[config.mk]
export PLATFORM = sky130hd
export DESIGN_NAME = base64_stream_codec_top_flat
export DESIGN_NICKNAME = d
export VERILOG_FILES = /design/src/hdl/b64_pkg.sv /design/src/hdl/b64_in_if.sv /design/src/hdl/b64_out_if.sv /design/src/hdl/b64_front.sv /design/src/hdl/b64_queue.sv /design/src/hdl/b64_back.sv /design/src/hdl/base64_stream_codec_top.sv /design/src/flat_wrapper.sv
export SDC_FILE = /design/constraint.sdc
export NUM_CORES = 1
export LEC_CHECK = 0
export ABC_AREA = 1
export ABC_CLOCK_PERIOD_IN_PS = 11700
export BUFFER_PORTS_ARGS = -buffer_cell sky130_fd_sc_hd__clkbuf_2
export CORE_MARGIN = 2
export CORE_UTILIZATION = 60
export CTS_BUF_LIST = sky130_fd_sc_hd__clkbuf_4
export DETAILED_ROUTE_END_ITERATION = 6
export GPL_ROUTABILITY_DRIVEN = 0
export PLACE_DENSITY = 0.87
export SYNTH_ARGS = -nofsm -noshare
export SYNTH_HDL_FRONTEND = slang
export SYNTH_SLANG_ARGS = --single-unit
export TNS_END_PERCENT = 10
[constraint.sdc]
create_clock -name clk -period 11.7 [get_ports clk]
set_clock_uncertainty 0.15 [all_clocks]
set_input_delay 1.755 -clock clk [delete_from_list [all_inputs] [get_ports clk]]
set_output_delay 1.755 -clock clk [all_outputs]
set_load 0.1 [all_outputs]
[src/hdl/b64_pkg.sv]
// ----------------------------------------------------------------------------
// b64_pkg
// shared types, codes and character tables of the base64 stream codec
// ----------------------------------------------------------------------------
package b64_pkg;

  localparam int CFG_IDX_W = 1;
  localparam int CFG_DATA_W = 1;

  localparam logic [CFG_IDX_W-1:0] REG_DIRECTION = 1'b0;
  localparam logic [CFG_IDX_W-1:0] REG_URL_ALPHABET = 1'b1;

  localparam logic DIR_ENCODE = 1'b0;
  localparam logic DIR_DECODE = 1'b1;

  localparam logic [7:0] CH_PAD = 8'h3D;

  typedef logic [1:0] kind_t;
  localparam kind_t KIND_ENC = 2'd0;
  localparam kind_t KIND_DEC = 2'd1;
  localparam kind_t KIND_ERR = 2'd2;

  typedef struct packed {
    kind_t       kind;
    logic [2:0]  count;
    logic [2:0]  nsym;
    logic        last;
    logic [23:0] trip;
  } job_t;

  // sextet of a character of either alphabet, bit 6 set when none
  function automatic logic [6:0] sextet_of(input logic [7:0] c);
    logic [6:0] v;
    case (c) inside
      [8'h41:8'h5A]: v = 7'(c - 8'd65);
      [8'h61:8'h7A]: v = 7'(c - 8'd71);
      [8'h30:8'h39]: v = 7'(c + 8'd4);
      8'h2B, 8'h2D:  v = 7'd62;
      8'h2F, 8'h5F:  v = 7'd63;
      default:       v = 7'd64;
    endcase
    return v;
  endfunction

  function automatic logic [7:0] enc_char(input logic [5:0] s, input logic url);
    logic [7:0] c;
    case (s) inside
      [6'd0:6'd25]:  c = 8'(8'd65 + {2'b00, s});
      [6'd26:6'd51]: c = 8'(8'd71 + {2'b00, s});
      [6'd52:6'd61]: c = 8'({2'b00, s} - 8'd4);
      6'd62:         c = url ? 8'h2D : 8'h2B;
      default:       c = url ? 8'h5F : 8'h2F;
    endcase
    return c;
  endfunction

endpackage

[src/hdl/b64_in_if.sv]
// ----------------------------------------------------------------------------
// b64_in_if
// input item channel: one byte with a last mark
// ----------------------------------------------------------------------------
interface b64_in_if;
  logic       valid;
  logic       ready;
  logic [7:0] in_byte;
  logic       last_in;

  modport source (output valid, output in_byte, output last_in, input ready);
  modport sink (input valid, input in_byte, input last_in, output ready);
endinterface

[src/hdl/b64_out_if.sv]
// ----------------------------------------------------------------------------
// b64_out_if
// result item channel: one byte, last mark and error flag
// ----------------------------------------------------------------------------
interface b64_out_if;
  logic       valid;
  logic       ready;
  logic [7:0] out_byte;
  logic       last_out;
  logic       error;

  modport source (output valid, output out_byte, output last_out, output error,
                  input ready);
  modport sink (input valid, input out_byte, input last_out, input error,
                output ready);
endinterface

[src/hdl/b64_front.sv]
// ----------------------------------------------------------------------------
// b64_front
// accepts items, gathers groups, checks decode syntax and queues jobs
// ----------------------------------------------------------------------------
module b64_front (
  input  logic                                clk,
  input  logic                                rst,
  input  logic                                cfg_we,
  input  logic [b64_pkg::CFG_IDX_W-1:0]       cfg_index,
  input  logic [b64_pkg::CFG_DATA_W-1:0]      cfg_data,
  b64_in_if.sink                              stream,
  input  logic                                q_full,
  output logic                                push,
  output b64_pkg::job_t                       job,
  output logic                                url_alphabet
);

  logic        direction;
  logic [17:0] group_bits, group_bits_next;
  logic [1:0]  group_pos, group_pos_next;
  logic [1:0]  pad_count, pad_count_next;
  logic        bad_seen, bad_seen_next;
  logic        accept;
  logic [6:0]  v;
  logic [5:0]  vv;
  logic [1:0]  pad_n;
  logic        bad_n;
  logic [7:0]  b;
  logic        last;

  assign stream.ready = !q_full;
  assign accept = stream.valid && stream.ready;
  assign b = stream.in_byte;
  assign last = stream.last_in;
  assign v = b64_pkg::sextet_of(b);

  always_comb begin
    group_bits_next = group_bits;
    group_pos_next = group_pos;
    pad_count_next = pad_count;
    bad_seen_next = bad_seen;
    push = 1'b0;
    job.kind = b64_pkg::KIND_ERR;
    job.count = 3'd1;
    job.nsym = 3'd0;
    job.last = 1'b1;
    job.trip = '0;
    vv = v[5:0];
    pad_n = pad_count;
    bad_n = bad_seen;
    if (direction == b64_pkg::DIR_ENCODE) begin
      if (group_pos < 2'd2 && !last) begin
        group_bits_next = {group_bits[9:0], b};
        group_pos_next = 2'(group_pos + 2'd1);
      end else begin
        push = 1'b1;
        job.kind = b64_pkg::KIND_ENC;
        job.count = 3'd4;
        job.last = last;
        if (group_pos >= 2'd2) begin
          job.trip = {group_bits[15:0], b};
          job.nsym = 3'd4;
        end else if (group_pos == 2'd1) begin
          job.trip = {group_bits[7:0], b, 8'h00};
          job.nsym = 3'd3;
        end else begin
          job.trip = {b, 16'h0000};
          job.nsym = 3'd2;
        end
        group_bits_next = '0;
        group_pos_next = '0;
      end
    end else begin
      if (!bad_seen) begin
        if (b == b64_pkg::CH_PAD) begin
          if (group_pos < 2'd2) begin
            bad_n = 1'b1;
          end else begin
            pad_n = 2'(pad_count + 2'd1);
            vv = '0;
          end
        end else if (v[6] || pad_count != 2'd0) begin
          bad_n = 1'b1;
        end
      end
      if (bad_n) begin
        bad_seen_next = 1'b1;
        if (last) begin
          push = 1'b1;
          group_bits_next = '0;
          group_pos_next = '0;
          pad_count_next = '0;
          bad_seen_next = 1'b0;
        end
      end else if (group_pos < 2'd3) begin
        group_bits_next = {group_bits[11:0], vv};
        group_pos_next = 2'(group_pos + 2'd1);
        pad_count_next = pad_n;
        if (last) begin
          push = 1'b1;
          group_bits_next = '0;
          group_pos_next = '0;
          pad_count_next = '0;
        end
      end else begin
        group_bits_next = '0;
        group_pos_next = '0;
        pad_count_next = '0;
        if (pad_n != 2'd0 && !last) begin
          bad_seen_next = 1'b1;
        end else begin
          push = 1'b1;
          job.kind = b64_pkg::KIND_DEC;
          job.count = 3'(3'd3 - {1'b0, pad_n});
          job.last = last;
          job.trip = {group_bits, vv};
        end
      end
    end
    if (!accept) begin
      push = 1'b0;
      group_bits_next = group_bits;
      group_pos_next = group_pos;
      pad_count_next = pad_count;
      bad_seen_next = bad_seen;
    end
  end

  always_ff @(posedge clk) begin
    if (rst) begin
      direction <= b64_pkg::DIR_ENCODE;
      url_alphabet <= 1'b0;
      group_bits <= '0;
      group_pos <= '0;
      pad_count <= '0;
      bad_seen <= 1'b0;
    end else if (cfg_we) begin
      if (cfg_index == b64_pkg::REG_DIRECTION) begin
        direction <= cfg_data[0];
        group_bits <= '0;
        group_pos <= '0;
        pad_count <= '0;
        bad_seen <= 1'b0;
      end else begin
        url_alphabet <= cfg_data[0];
      end
    end else begin
      group_bits <= group_bits_next;
      group_pos <= group_pos_next;
      pad_count <= pad_count_next;
      bad_seen <= bad_seen_next;
    end
  end

endmodule

[src/hdl/b64_queue.sv]
// ----------------------------------------------------------------------------
// b64_queue
// two-entry job queue between front and back
// ----------------------------------------------------------------------------
module b64_queue (
  input  logic          clk,
  input  logic          rst,
  input  logic          push,
  input  b64_pkg::job_t push_job,
  input  logic          pop,
  output logic          full,
  output logic          not_empty,
  output b64_pkg::job_t head
);

  b64_pkg::job_t mem [2];
  logic       wr_ptr;
  logic       rd_ptr;
  logic [1:0] cnt;

  assign full = cnt == 2'd2;
  assign not_empty = cnt != 2'd0;
  assign head = mem[rd_ptr];

  always_ff @(posedge clk) begin
    if (push) begin
      mem[wr_ptr] <= push_job;
    end
  end

  always_ff @(posedge clk) begin
    if (rst) begin
      wr_ptr <= 1'b0;
      rd_ptr <= 1'b0;
      cnt <= '0;
    end else begin
      if (push) begin
        wr_ptr <= !wr_ptr;
      end
      if (pop) begin
        rd_ptr <= !rd_ptr;
      end
      if (push && !pop) begin
        cnt <= 2'(cnt + 2'd1);
      end else if (pop && !push) begin
        cnt <= 2'(cnt - 2'd1);
      end
    end
  end

endmodule

[src/hdl/b64_back.sv]
// ----------------------------------------------------------------------------
// b64_back
// expands queued jobs into result items through an output register
// ----------------------------------------------------------------------------
module b64_back (
  input  logic          clk,
  input  logic          rst,
  input  logic          url_alphabet,
  input  logic          q_not_empty,
  input  b64_pkg::job_t q_head,
  output logic          pop,
  b64_out_if.source     result
);

  b64_pkg::job_t cur;
  logic          cur_valid;
  logic [1:0]    k;
  logic          step;
  logic          finish;
  logic [5:0]    sextet;
  logic [7:0]    dec_byte;
  logic [7:0]    item_byte;
  logic          item_last;
  logic          item_err;

  assign step = cur_valid && (!result.valid || result.ready);
  assign finish = step && ({1'b0, k} == 3'(cur.count - 3'd1));
  assign pop = q_not_empty && (!cur_valid || finish);

  always_comb begin
    case (k)
      2'd0:    sextet = cur.trip[23:18];
      2'd1:    sextet = cur.trip[17:12];
      2'd2:    sextet = cur.trip[11:6];
      default: sextet = cur.trip[5:0];
    endcase
    case (k)
      2'd0:    dec_byte = cur.trip[23:16];
      2'd1:    dec_byte = cur.trip[15:8];
      default: dec_byte = cur.trip[7:0];
    endcase
    case (cur.kind)
      b64_pkg::KIND_ENC: begin
        item_byte = ({1'b0, k} < cur.nsym) ? b64_pkg::enc_char(sextet, url_alphabet)
                                           : b64_pkg::CH_PAD;
        item_err = 1'b0;
      end
      b64_pkg::KIND_DEC: begin
        item_byte = dec_byte;
        item_err = 1'b0;
      end
      default: begin
        item_byte = 8'h00;
        item_err = 1'b1;
      end
    endcase
    item_last = cur.last && ({1'b0, k} == 3'(cur.count - 3'd1));
  end

  always_ff @(posedge clk) begin
    if (rst) begin
      cur_valid <= 1'b0;
      k <= '0;
      result.valid <= 1'b0;
    end else begin
      if (pop) begin
        cur_valid <= 1'b1;
        k <= '0;
      end else if (finish) begin
        cur_valid <= 1'b0;
        k <= '0;
      end else if (step) begin
        k <= 2'(k + 2'd1);
      end
      if (step) begin
        result.valid <= 1'b1;
      end else if (result.ready) begin
        result.valid <= 1'b0;
      end
    end
  end

  always_ff @(posedge clk) begin
    if (pop) begin
      cur <= q_head;
    end
    if (step) begin
      result.out_byte <= item_byte;
      result.last_out <= item_last;
      result.error <= item_err;
    end
  end

`ifndef SYNTH
  a_k_in_range: assert property (@(posedge clk) disable iff (rst)
    cur_valid |-> ({1'b0, k} < cur.count))
    else $error("item index beyond job length");

  a_err_is_last: assert property (@(posedge clk) disable iff (rst)
    (result.valid && result.error) |-> (result.last_out && result.out_byte == 8'h00))
    else $error("error item not final or not zero");

  a_reset_idle: assert property (@(posedge clk)
    rst |=> (!result.valid && !cur_valid))
    else $error("back busy after reset");

  a_pop_when_free: assert property (@(posedge clk) disable iff (rst)
    pop |-> (!cur_valid || finish))
    else $error("job loaded over a running job");
`endif

endmodule

[src/hdl/base64_stream_codec_top.sv]
// path: a group's job goes from the front into the job queue, from the queue into the expander,
// and from the expander into the output register
// throughput: one input item per cycle while the job queue is not full; one result item per
// cycle while the receiver is ready, set by the single output register
// reset: synchronous, active high; encode with standard alphabet, empty queue, no results
// ----------------------------------------------------------------------------
// base64_stream_codec_top
// streaming base64 encoder and decoder with a decoupled job queue
// ----------------------------------------------------------------------------
module base64_stream_codec_top (
  input  logic                           clk,
  input  logic                           rst,
  input  logic                           cfg_we,
  input  logic [b64_pkg::CFG_IDX_W-1:0]  cfg_index,
  input  logic [b64_pkg::CFG_DATA_W-1:0] cfg_data,
  b64_in_if.sink                         stream,
  b64_out_if.source                      result
);

  logic          push;
  logic          pop;
  logic          q_full;
  logic          q_not_empty;
  logic          url_alphabet;
  b64_pkg::job_t push_job;
  b64_pkg::job_t q_head;

  b64_front u_front (
    .clk          (clk),
    .rst          (rst),
    .cfg_we       (cfg_we),
    .cfg_index    (cfg_index),
    .cfg_data     (cfg_data),
    .stream       (stream),
    .q_full       (q_full),
    .push         (push),
    .job          (push_job),
    .url_alphabet (url_alphabet)
  );

  b64_queue u_queue (
    .clk       (clk),
    .rst       (rst),
    .push      (push),
    .push_job  (push_job),
    .pop       (pop),
    .full      (q_full),
    .not_empty (q_not_empty),
    .head      (q_head)
  );

  b64_back u_back (
    .clk          (clk),
    .rst          (rst),
    .url_alphabet (url_alphabet),
    .q_not_empty  (q_not_empty),
    .q_head       (q_head),
    .pop          (pop),
    .result       (result)
  );

endmodule

[src/flat_wrapper.sv]
// flat-port wrapper written by rule: the top's interface ports become plain ports
module base64_stream_codec_top_flat 
  (clk, rst, cfg_we, cfg_index, cfg_data, stream_valid, stream_in_byte, stream_last_in, stream_ready, result_valid, result_out_byte, result_last_out, result_error, result_ready);
  b64_in_if stream_i ();
  b64_out_if result_i ();
  input  logic clk;
  input  logic rst;
  input  logic cfg_we;
  input  logic [b64_pkg::CFG_IDX_W-1:0] cfg_index;
  input  logic [b64_pkg::CFG_DATA_W-1:0] cfg_data;
  input wire logic [$bits(stream_i.valid)-1:0] stream_valid;
  input wire logic [$bits(stream_i.in_byte)-1:0] stream_in_byte;
  input wire logic [$bits(stream_i.last_in)-1:0] stream_last_in;
  output wire logic [$bits(stream_i.ready)-1:0] stream_ready;
  output wire logic [$bits(result_i.valid)-1:0] result_valid;
  output wire logic [$bits(result_i.out_byte)-1:0] result_out_byte;
  output wire logic [$bits(result_i.last_out)-1:0] result_last_out;
  output wire logic [$bits(result_i.error)-1:0] result_error;
  input wire logic [$bits(result_i.ready)-1:0] result_ready;
  assign stream_i.valid = stream_valid;
  assign stream_i.in_byte = stream_in_byte;
  assign stream_i.last_in = stream_last_in;
  assign stream_ready = stream_i.ready;
  assign result_valid = result_i.valid;
  assign result_out_byte = result_i.out_byte;
  assign result_last_out = result_i.last_out;
  assign result_error = result_i.error;
  assign result_i.ready = result_ready;
  base64_stream_codec_top u_core (.clk(clk), .rst(rst), .cfg_we(cfg_we), .cfg_index(cfg_index), .cfg_data(cfg_data), .stream(stream_i), .result(result_i));
endmodule
* Yosys cells after proc, flatten, opt, wreduce, memory -nomap -nowiden
Memory sizes are Yosys's and may differ from the RTL's. A register that Yosys moved wholly into a read port is not among the register bits. Cells that the tools add are included.
Operators by class: $add $sub $neg 13, $lt $le $gt $ge 16, equality and inequality tests 16, mux-type cells 89, bitwise logic cells 1, reductions and logical operators 46
Operator list (count):
- 2-to-1 mux 18 bit | 9
- 2-to-1 mux 25 bit | 4
- 2-to-1 mux 7 bit | 7
- 2-to-1 mux 24 bit | 2
- 2-to-1 mux 2 bit | 21
- 2-to-1 mux 33 bit | 1
- equality test 8 x 6 -> 1 bit, second input constant | 4
- 2-to-1 mux 8 bit | 4
- one-hot mux 8 bit (2 select lines) | 2
- 2-to-1 mux 1 bit | 28
- 2-to-1 mux 5 bit | 4
- 2-to-1 mux 6 bit | 3
- one-hot mux 6 bit (3 select lines) | 1
- adder 7 x 6 -> 8 bit, first input constant | 2
- greater-or-equal comparator 8 x 7 -> 1 bit, second input constant | 2
- less-or-equal comparator 8 x 7 -> 1 bit, second input constant | 2
- nonzero test 2 bit | 8
- logical AND 1 bit | 15
- subtractor 7 bit, second input constant | 2
- less-or-equal comparator 6 bit, second input constant | 2
- 2-to-1 mux 3 bit | 3
- adder 2 x 1 -> 2 bit, second input constant | 4
- equality test 8 x 7 -> 1 bit, second input constant | 1
- greater-or-equal comparator 8 x 6 -> 1 bit, second input constant | 1
- 31 further kinds | 49
Word-level totals: flip-flop bits (word level) 43, RAM bits 66, input port bits 16, output and inout port bits 12, word-level logic and storage cells 197, memories 1
Memories:
- u_core.u_queue.mem | depth 2, width 33, read ports 1, clocked after memory_dff 1, write ports 1, line b64_queue.sv:16 | b64_pkg::job_t mem [2];

* Depth between registers and ports, before layout
Gate-level depths: netlist of the first run.
depth in word-level cells 19, depth in mapped cells 23, mapped depth without buffers 22

* Modules after synthesis
A second synthesis of the first run with hierarchy kept.
Unflattened totals: cell total of the unflattened synthesis 884, area total of the unflattened synthesis 8221.6 µm²
Modules (own cells, without submodules):
- b64_front | times used 1, cells each 478, area each 2905.3 µm², seq. area each 500.5 µm²
- b64_queue | times used 1, cells each 136, area each 2763.9 µm², seq. area each 2082.0 µm²
- b64_back | times used 1, cells each 270, area each 2552.4 µm², seq. area each 1371.3 µm²

* Worst setup path before layout of the first run
OpenSTA, ideal clock, no wires.
path kind input -> register, from in stream_in_byte[2], to mem u_core.u_queue.mem[0][0] (netlist name) (enable), setup time 0.423 ns, arrival time 4.820 ns, required time 11.127 ns, slack 6.307 ns, stages 18, buffers on the path 1, path through clkbuf_1 -> inv_1 -> ha_1 -> nand2_1 -> inv_1 -> nand2_1 -> nand2_1 -> nand3_2 -> nand2_4 -> nand2_2 -> inv_2 -> nand2_2 -> nand2_4 -> a21boi_1 -> nand2_1 -> nand2_1 -> nand2_1 -> nor2_1
On the way: longest elaborated chain between the ends 17, elaborated cells between the ends (all ways) 41, classes of those cells add/sub (3); order compare (6); eq/ne (5); mux (19); reduce/logical (8)
Ends and longest elaborated chain:
- start, declared | line flat_wrapper.sv:12 | input wire logic [$bits(stream_i.in_byte)-1:0] stream_in_byte;
- equality test 8 x 6 -> 1 bit / equality test 8 x 7 -> 1 bit (equally long branches) | line b64_front.sv:35 | assign v = b64_pkg::sextet_of(b);
- OR reduction 2 bit | line b64_pkg.sv:34 | case (c) inside
- 2-to-1 mux 7 bit (5 in a row) | line b64_pkg.sv:34
- logical OR 1 bit | line b64_front.sv:82 | end else if (v[6] || pad_count != 2'd0) begin
- 2-to-1 mux 1 bit | line b64_front.sv:82
- 2-to-1 mux 1 bit | line b64_front.sv:75 | if (b == b64_pkg::CH_PAD) begin
- 2-to-1 mux 1 bit | line b64_front.sv:74 | if (!bad_seen) begin
- 2-to-1 mux 1 bit | line b64_front.sv:51 | if (direction == b64_pkg::DIR_ENCODE) begin
- 2-to-1 mux 1 bit * | line b64_front.sv:86 | if (bad_n) begin
- 2-to-1 mux 1 bit * | line b64_front.sv:51
- 2-to-1 mux 1 bit * | line b64_front.sv:120 | if (!accept) begin
- 2-to-1 mux 1 bit * | line b64_queue.sv:26 | if (push) begin
- 2-to-1 mux 1 bit (not written as such) * | line b64_queue.sv:27 | mem[wr_ptr] <= push_job;
- end, declared | line b64_queue.sv:16
Mark *: on every way between the ends. The rest lies on a longest branch, timed or not. The select of a mux whose other input is x is not followed.

* Worst setup path in the final report of the first run
from in stream_in_byte[3], to mem u_core.u_queue.mem[0][8] (netlist name) (enable)
Same word-level chain as after synthesis.

==> impl_metrics.toml, run 1 <==
[critical_path]
cp-end-kind = "flop"
crit_top_cell = "nand2_1"
r2r-end = "u_core.u_back.result.out_byte[0]$_DFFE_PP_"
reg2reg_from = "u_core.u_back.k[0]$_SDFFE_PP0P_"
crit_path_start = "stream_in_byte[3]"
worst-path-max-fanout = 33
slowest_delay_ns = 0.39
critPathKind = "input pin to flop"
cp.arrival_ns = 4.20
cp-start-kind = "input pin"
required_ns = 11.75
cp_top_family = "simple AND/OR/NAND/NOR gates"
crit_path_top_delay_cell = "buf_4"
worstPathCellList = "clkbuf_2 -> inv_1 -> ha_1 -> nand2_1 -> inv_1 -> nand2_1 -> nand2_1 -> nand3_2 -> nand2_4 -> nand2_2 -> inv_2 -> nand2_2 -> nand2_4 -> a21boi_1 -> nand2_1 -> nand2_1 -> nand2_1 -> nor2_2 -> buf_4"
rrSetupSlack_ns = 8.34
cp_num_buf_inv = 5
r2r_cells = 15

[cts]
cts_tree = "yes"
cts.sinks = 142
htreeDepth = 4
cts_buffers = 17
clock_latency_ns = 0.56
post_cts_buffers = 0
hold_buffers = 0
cts_resized = 0
clockBufferDepth = 2
clock_tree.root_cell = "clkbuf_4"
clk_pin_slew_ns = 0.12

[grt]
grt_use_total = 0.2652
overflow = 0
grt_pass1_vias = 6063
antenna_found_initial = 1
grt_max_degree = 36
grt_pass1_wl_um = 29170

[synthesis]
avgSynthCellArea_um2 = 8.376
ys_seq_area_frac = 0.5066
yosys_warnings = 0
synth_seq_cells = 142
ys_async_sr_fraction = 0
synth_most_common_cell = "nand2_1"
synth_area_leaders = "edfxtp_1, nand2_1, dfxtp_1, o21ai_0, inv_1"
synth_top_family_by_area = "simple AND/OR/NAND/NOR gates"
ys_types = 43
synth_common_cells = "nand2_1, edfxtp_1, inv_1, o21ai_0, nor2_1"
synthAdderAreaFrac = 0.03867
synthesis.area_um2 = 7765
yosys.area.top_type = "edfxtp_1"
synth_mux_area_frac = 0
synth_edf_count = 109
synth_xor_area_frac = 0.01692
yosysTopAreaCellShare = 0.4215
synth_ff_type = "edfxtp_1"
synth_cells = 927
synthSimpleGateAreaFrac = 0.2510
synth_compound_area_frac = 0.1215
synthesis.nets = 967

[timing]
maxSlewHeadroom = 0.1938
fin_crit_ns = 4.148
worst_pin_slew_ns = 1.208
finalSetupViolCount = 0
slew_violations = 0
setup_tns_ns = 0
finalCritPeriodShare = 0.3545
finalWorstSetupSlack_ns = 7.552
rsz0062_at_grt = "false"
finalHoldViolations = 0
fmax_ghz = 0.2411

[run_status]
status = "finished, violations left"
violations = "design-rule violations"

[routing]
ant_nets = 0
drc = 1
routed_wl_um = 17960
vias_per_cell = 5.722
num_vias = 6483
first_pass_iters = 7
drtIter0Drc = 735
drt-wirelength-per-cell_um = 15.85

[floorplan]
die_w_um = 117.8
dieArea_um2 = 13870
initial_core_util = 0.6153
floorplan.io_pins = 28
num_rows = 41
fp.dieH_um = 117.8
core-area_um2 = 12620

[power]
powerDensity_nw_per_um2 = 222.0
p_leak_nw = 3.395
ir_worst_vdd_v = 0.00009272

[hold_path]
min_path_cells = 2
hp-class = "flop to flop"
hold_end = "u_core.u_front.pad_count[1]$_SDFFE_PP0P_"
min_from = "u_core.u_front.pad_count[1]$_SDFFE_PP0P_"

[cells_and_area]
drive_gt1_frac = 0.1125
layout.nets = 987
utilization = 0.6564
area_delta_synth_final_pct = 6.671

[placed_design]
dpl.hpwl_um = 12780
post-place-ws_ns = 7.027
portBuffers = 27

[job]
maxCapViolations = 0
==> flip-flops by register name, indices dropped and copies added (netlist names), 2 cells and up <==
signal,flops
u_core.u_back.cur,33
u_core.u_queue.cnt,2
u_core.u_back.result.out_byte,8
u_core.u_front.pad_count,2
u_core.u_queue.mem,66
u_core.u_back.k,2
u_core.u_front.group_bits,18
u_core.u_front.group_pos,2
==> cells by family after synthesis <==
family | after synthesis
xor+xnor | 15
fa+ha+maj | 24
simple gates | 458
compound gates | 165
flops | 142
buf+inv | 123
==> placed cells by master (no fill, tap or decap), types with 2 or more instances in the layout <==
cell type	count
xor2_1	12
clkinv_2	2
inv_6	4
clkbuf_4	18
bufinv_16	2
o21ai_1	2
a21boi_1	2
clkinvlp_4	3
edfxtp_1	109
inv_1	84
or2_2	2
ha_1	24
nor2_2	4
nand4_1	9
nand3_1	34
nor3_1	7
a21oi_1	38
nand2_1	331
nand2_2	7
a31oi_1	3
clkinv_1	2
clkbuf_2	27
xnor2_1	3
inv_2	7
buf_4	3
nand3b_1	3
o32ai_1	5
nor2_4	2
a21oi_2	11
nand3_2	5
clkinv_4	2
nor2_1	45
o21ai_0	80
o211ai_1	9
o22ai_1	11
dfxtp_1	33
nand2_4	4
==> worst reg2reg max path: cells and delay by family (launching register included) <==
kind,cells,cell delay (ns)
AO/OA/AOI/OAI,2,0.59
adder cells (fa/ha/maj),2,0.57
buffers and inverters,3,0.46
flip-flops,1,0.44
AND/OR/NAND/NOR,8,0.91
==> area by class of cell <==
type / count / area [µm²]
Antenna cell: 1 / 2.502
Clock buffer: 18 / 135.1
Clock inverter: 14 / 156.4
Fill cell: 1040 / 4337
Inverter: 94 / 355.3
Multi-Input combinational cell: 662 / 3327
Sequential cell: 142 / 3934
Tap cell: 172 / 215.2
Timing Repair Buffer: 30 / 157.7
==> where the power goes <==
| group | switching [mW] | internal, mW | total (mW) | leakage [nW] |
|---|---|---|---|---|
| Clock | 0.186 | 0.133 | 0.318 | 0.152 |
| Combinational | 0.559 | 0.194 | 0.753 | 1.95 |
| Sequential | 0.0645 | 0.703 | 0.767 | 1.30 |
| Total | 0.810 | 1.03 | 1.84 | 3.39 |
==> per-stage QoR <==
step | instances | power (mW) | hold slack (ns) | instance area, µm²
2_1_floorplan | 927 | 1.343 | 0.2832 | 7765
3_3_place_gp | 1100 | 1.488 | 0.2990 | 7989
3_5_place_dp | 1100 | 1.521 | 0.3056 | 7989
4_1_cts | 1132 | 1.834 | 0.3237 | 8280
5_1_grt | 1133 | 1.963 | 0.3386 | 8283
6_report | 1133 | 1.839 | 0.3225 | 8283
==> metal layers <==
metal / global-route usage / share of wire / routed length (µm) / vias to the layer above
met4: 0.1491 / 0.038 / 685 / 0
li1: - / - / - / 3119
met1: 0.3288 / 0.39 / 7064 / 2948
met5: 0 / 0 / 0 / -
met2: 0.4339 / 0.49 / 8761 / 352
met3: 0.05475 / 0.081 / 1448 / 64
==> worst max-delay path by stage <==
| stage | to | slack, ns | depth (start not counted) |
|---|---|---|---|
| 2_1_floorplan | u_core.u_queue.mem[0][0]$_DFFE_PP_ | 6.31 | 18 |
| 3_3_place_gp | u_core.u_queue.cnt[1]$_SDFFE_PP0P_ | 7.14 | 23 |
| 3_5_place_dp | u_core.u_queue.cnt[1]$_SDFFE_PP0P_ | 7.03 | 23 |
| 4_1_cts | u_core.u_queue.mem[0][12]$_DFFE_PP_ | 7.61 | 19 |
| 5_1_grt | u_core.u_queue.mem[0][8]$_DFFE_PP_ | 7.30 | 18 |
| 6_report | u_core.u_queue.mem[0][8]$_DFFE_PP_ | 7.55 | 19 |
(Power assumes the default switching activity.)
==> run 2: changes to the inputs <==
--- a/config.mk
+++ b/config.mk
@@ -6,7 +6,7 @@
 export NUM_CORES = 1
 export LEC_CHECK = 0
 export ABC_AREA = 1
-export ABC_CLOCK_PERIOD_IN_PS = 11700
+export ABC_CLOCK_PERIOD_IN_PS = 4100
 export BUFFER_PORTS_ARGS = -buffer_cell sky130_fd_sc_hd__clkbuf_2
 export CORE_MARGIN = 2
 export CORE_UTILIZATION = 60
==> constraint.sdc (replaced) <==
create_clock -name clk -period 4.1 [get_ports clk]
set_clock_uncertainty 0.15 [all_clocks]
set_input_delay 0.615 -clock clk [delete_from_list [all_inputs] [get_ports clk]]
set_output_delay 0.615 -clock clk [all_outputs]
set_load 0.1 [all_outputs]
==> impl_metrics.toml, run 2 (synthesized netlist as in run 1, its figures left out) <==
[floorplan]
floorplan.io_pins = 28
initial_core_util = 0.6153
core-area_um2 = 12620
num_rows = 41
die_w_um = 117.8
dieArea_um2 = 13870
fp.dieH_um = 117.8

[power]
p_leak_nw = 3.439
total_power_mw = 5.323
switching_share = 0.4259
clkPwrFrac = 0.188
ir_worst_vdd_v = 0.0002751
pwr-share-comb = 0.412
powerDensity_nw_per_um2 = 637.4
power.switching_mw = 2.267
p_int_mw = 3.056
p_seq_frac = 0.400

[routing]
drc = 0
first_pass_iters = 6
drtIter0Drc = 673
vias_per_cell = 5.592
drt-wirelength-per-cell_um = 15.26
routed_wl_um = 17350
ant_nets = 0
num_vias = 6358

[job]
maxCapViolations = 0

[grt]
antenna_found_initial = 0
grt_pass1_wl_um = 29100
overflow = 0
grt_use_total = 0.2643
grt_pass1_vias = 6206
grt_max_degree = 36

[timing]
slew_violations = 0
setup_tns_ns = 0
worst_pin_slew_ns = 1.072
finalSetupViolCount = 0
finalCritPeriodShare = 0.7945
maxSlewHeadroom = 0.2829
fmax_ghz = 0.3070
fin_crit_ns = 3.258
finalHoldViolations = 0
rsz0062_at_grt = "false"

[run_status]
status = "completed"

[cells_and_area]
postLayoutCellArea_um2 = 8351
diodes = 0
layout.nets = 992
seqCellArea_um2 = 3934
largest_reg_flops = 66
layout.cells.non_filler = 1137
utilization = 0.6617
drive_gt1_frac = 0.1161
nFillCells = 1033
multiInputGateArea_um2 = 3327
final_common_cell = "nand2_1"
regMostFlops = "u_core.u_queue.mem"
final_cell_mix = "nand2_1, edfxtp_1, inv_1, o21ai_0, nor2_1"
reg.largest.list = "u_core.u_queue.mem (66), u_core.u_back.cur (33), u_core.u_front.group_bits (18)"
area_delta_synth_final_pct = 7.541

[cts]
htreeDepth = 4
hold_buffers = 0
cts_tree = "yes"
cts_buffers = 17
cts_resized = 0
cts.sinks = 142
post_cts_buffers = 0
clk_pin_slew_ns = 0.12
clock_latency_ns = 0.57
clock_tree.root_cell = "clkbuf_4"
clockBufferDepth = 2

[placed_design]
place_area_um2 = 8026
dpl.hpwl_um = 12760
placedCellCount = 1105
portBuffers = 27

[critical_path]
required_ns = 4.28
r2r-end = "u_core.u_back.result.out_byte[0]$_DFFE_PP_"
rrSetupSlack_ns = 0.84
worst-path-max-fanout = 12
cp.arrival_ns = 3.44
critPathKind = "flop to flop"
reg2reg_from = "u_core.u_back.k[1]$_SDFFE_PP0P_"
r2r_cells = 13
cp-end-kind = "flop"
cp-start-kind = "flop"

[hold_path]
hold_end = "u_core.u_back.result.valid$_SDFFE_PP0P_"
min_path_cells = 4
hp-class = "input pin to flop"
min_from = "result_ready"
run 2: changes by cell type in the layout (fill, tap and decap cells not counted), sizes merged:
cell      before  now
clkinvlp       3    2
clkinv         6    7
diode          1    0
buf            3    8
bufinv         2    4
inv           97   95
run 2: area by class of cell:
class,instances,share of cell area
flip-flops and latches,142,0.4711
well taps,172,0.02577
multi-input cells,662,0.3984
clock buffers,18,0.01618
clock inverters,14,0.02263
repair buffers,35,0.02337
inverters,94,0.04255
run 2: critical path, stage by stage, from the launching register on:
cell and delay (ns):
dfxtp_1 0.48, ha_1 0.29, inv_1 0.20, o21ai_0 0.49, inv_1 0.20, ha_1 0.25, nor2_1 0.18, nand2_1 0.07
nand2_1 0.22, inv_1 0.13, o21ai_0 0.17, nand3_1 0.08, nand2_1 0.06, nand2_1 0.05
run 2: metal layers:
metal,vias up,wire [µm],part of all wire,GRT usage
met5,-,0,0,0
met4,0,763,0.044,0.1370
met3,76,1180,0.068,0.05814
met2,287,8475,0.49,0.4437
met1,2863,6930,0.40,0.3198
li1,3132,-,-,-
run 2: how the worst max path moves through the flow:
stage,slack (ns),from,cells past startpoint,endpoint
detailed placement,0.57,stream_in_byte[1],22,u_core.u_queue.cnt[1]$_SDFFE_PP0P_
CTS,0.89,u_core.u_back.k[0]$_SDFFE_PP0P_,16,u_core.u_back.result.out_byte[0]$_DFFE_PP_
floorplan,0.39,stream_in_byte[2],18,u_core.u_queue.mem[0][0]$_DFFE_PP_
global route,0.61,u_core.u_back.k[0]$_SDFFE_PP0P_,18,u_core.u_back.result.out_byte[5]$_DFFE_PP_
global placement,0.70,stream_in_byte[2],23,u_core.u_queue.cnt[1]$_SDFFE_PP0P_
finish,0.84,u_core.u_back.k[1]$_SDFFE_PP0P_,13,u_core.u_back.result.out_byte[0]$_DFFE_PP_
run 2: stage by stage:
step / setup WS, ns / hold WS (ns)
3_5_place_dp: 0.5654 / 0.3063
6_report: 0.8425 / 0.1993
4_1_cts: 0.8854 / 0.1699
3_3_place_gp: 0.7008 / 0.3040
5_1_grt: 0.6086 / 0.1932
2_1_floorplan: 0.3891 / 0.2832
run 2: power groups by stage:
stage | sequential [mW] | combinational (mW) | clock (mW)
after floorplan | 2.46 | 1.37 | 0
after global placement | 2.14 | 2.10 | 0
after detailed placement | 2.16 | 2.17 | 0
after CTS | 2.13 | 2.17 | 1.01
after global routing | 2.16 | 2.45 | 1.08
final | 2.13 | 2.19 | 1.00
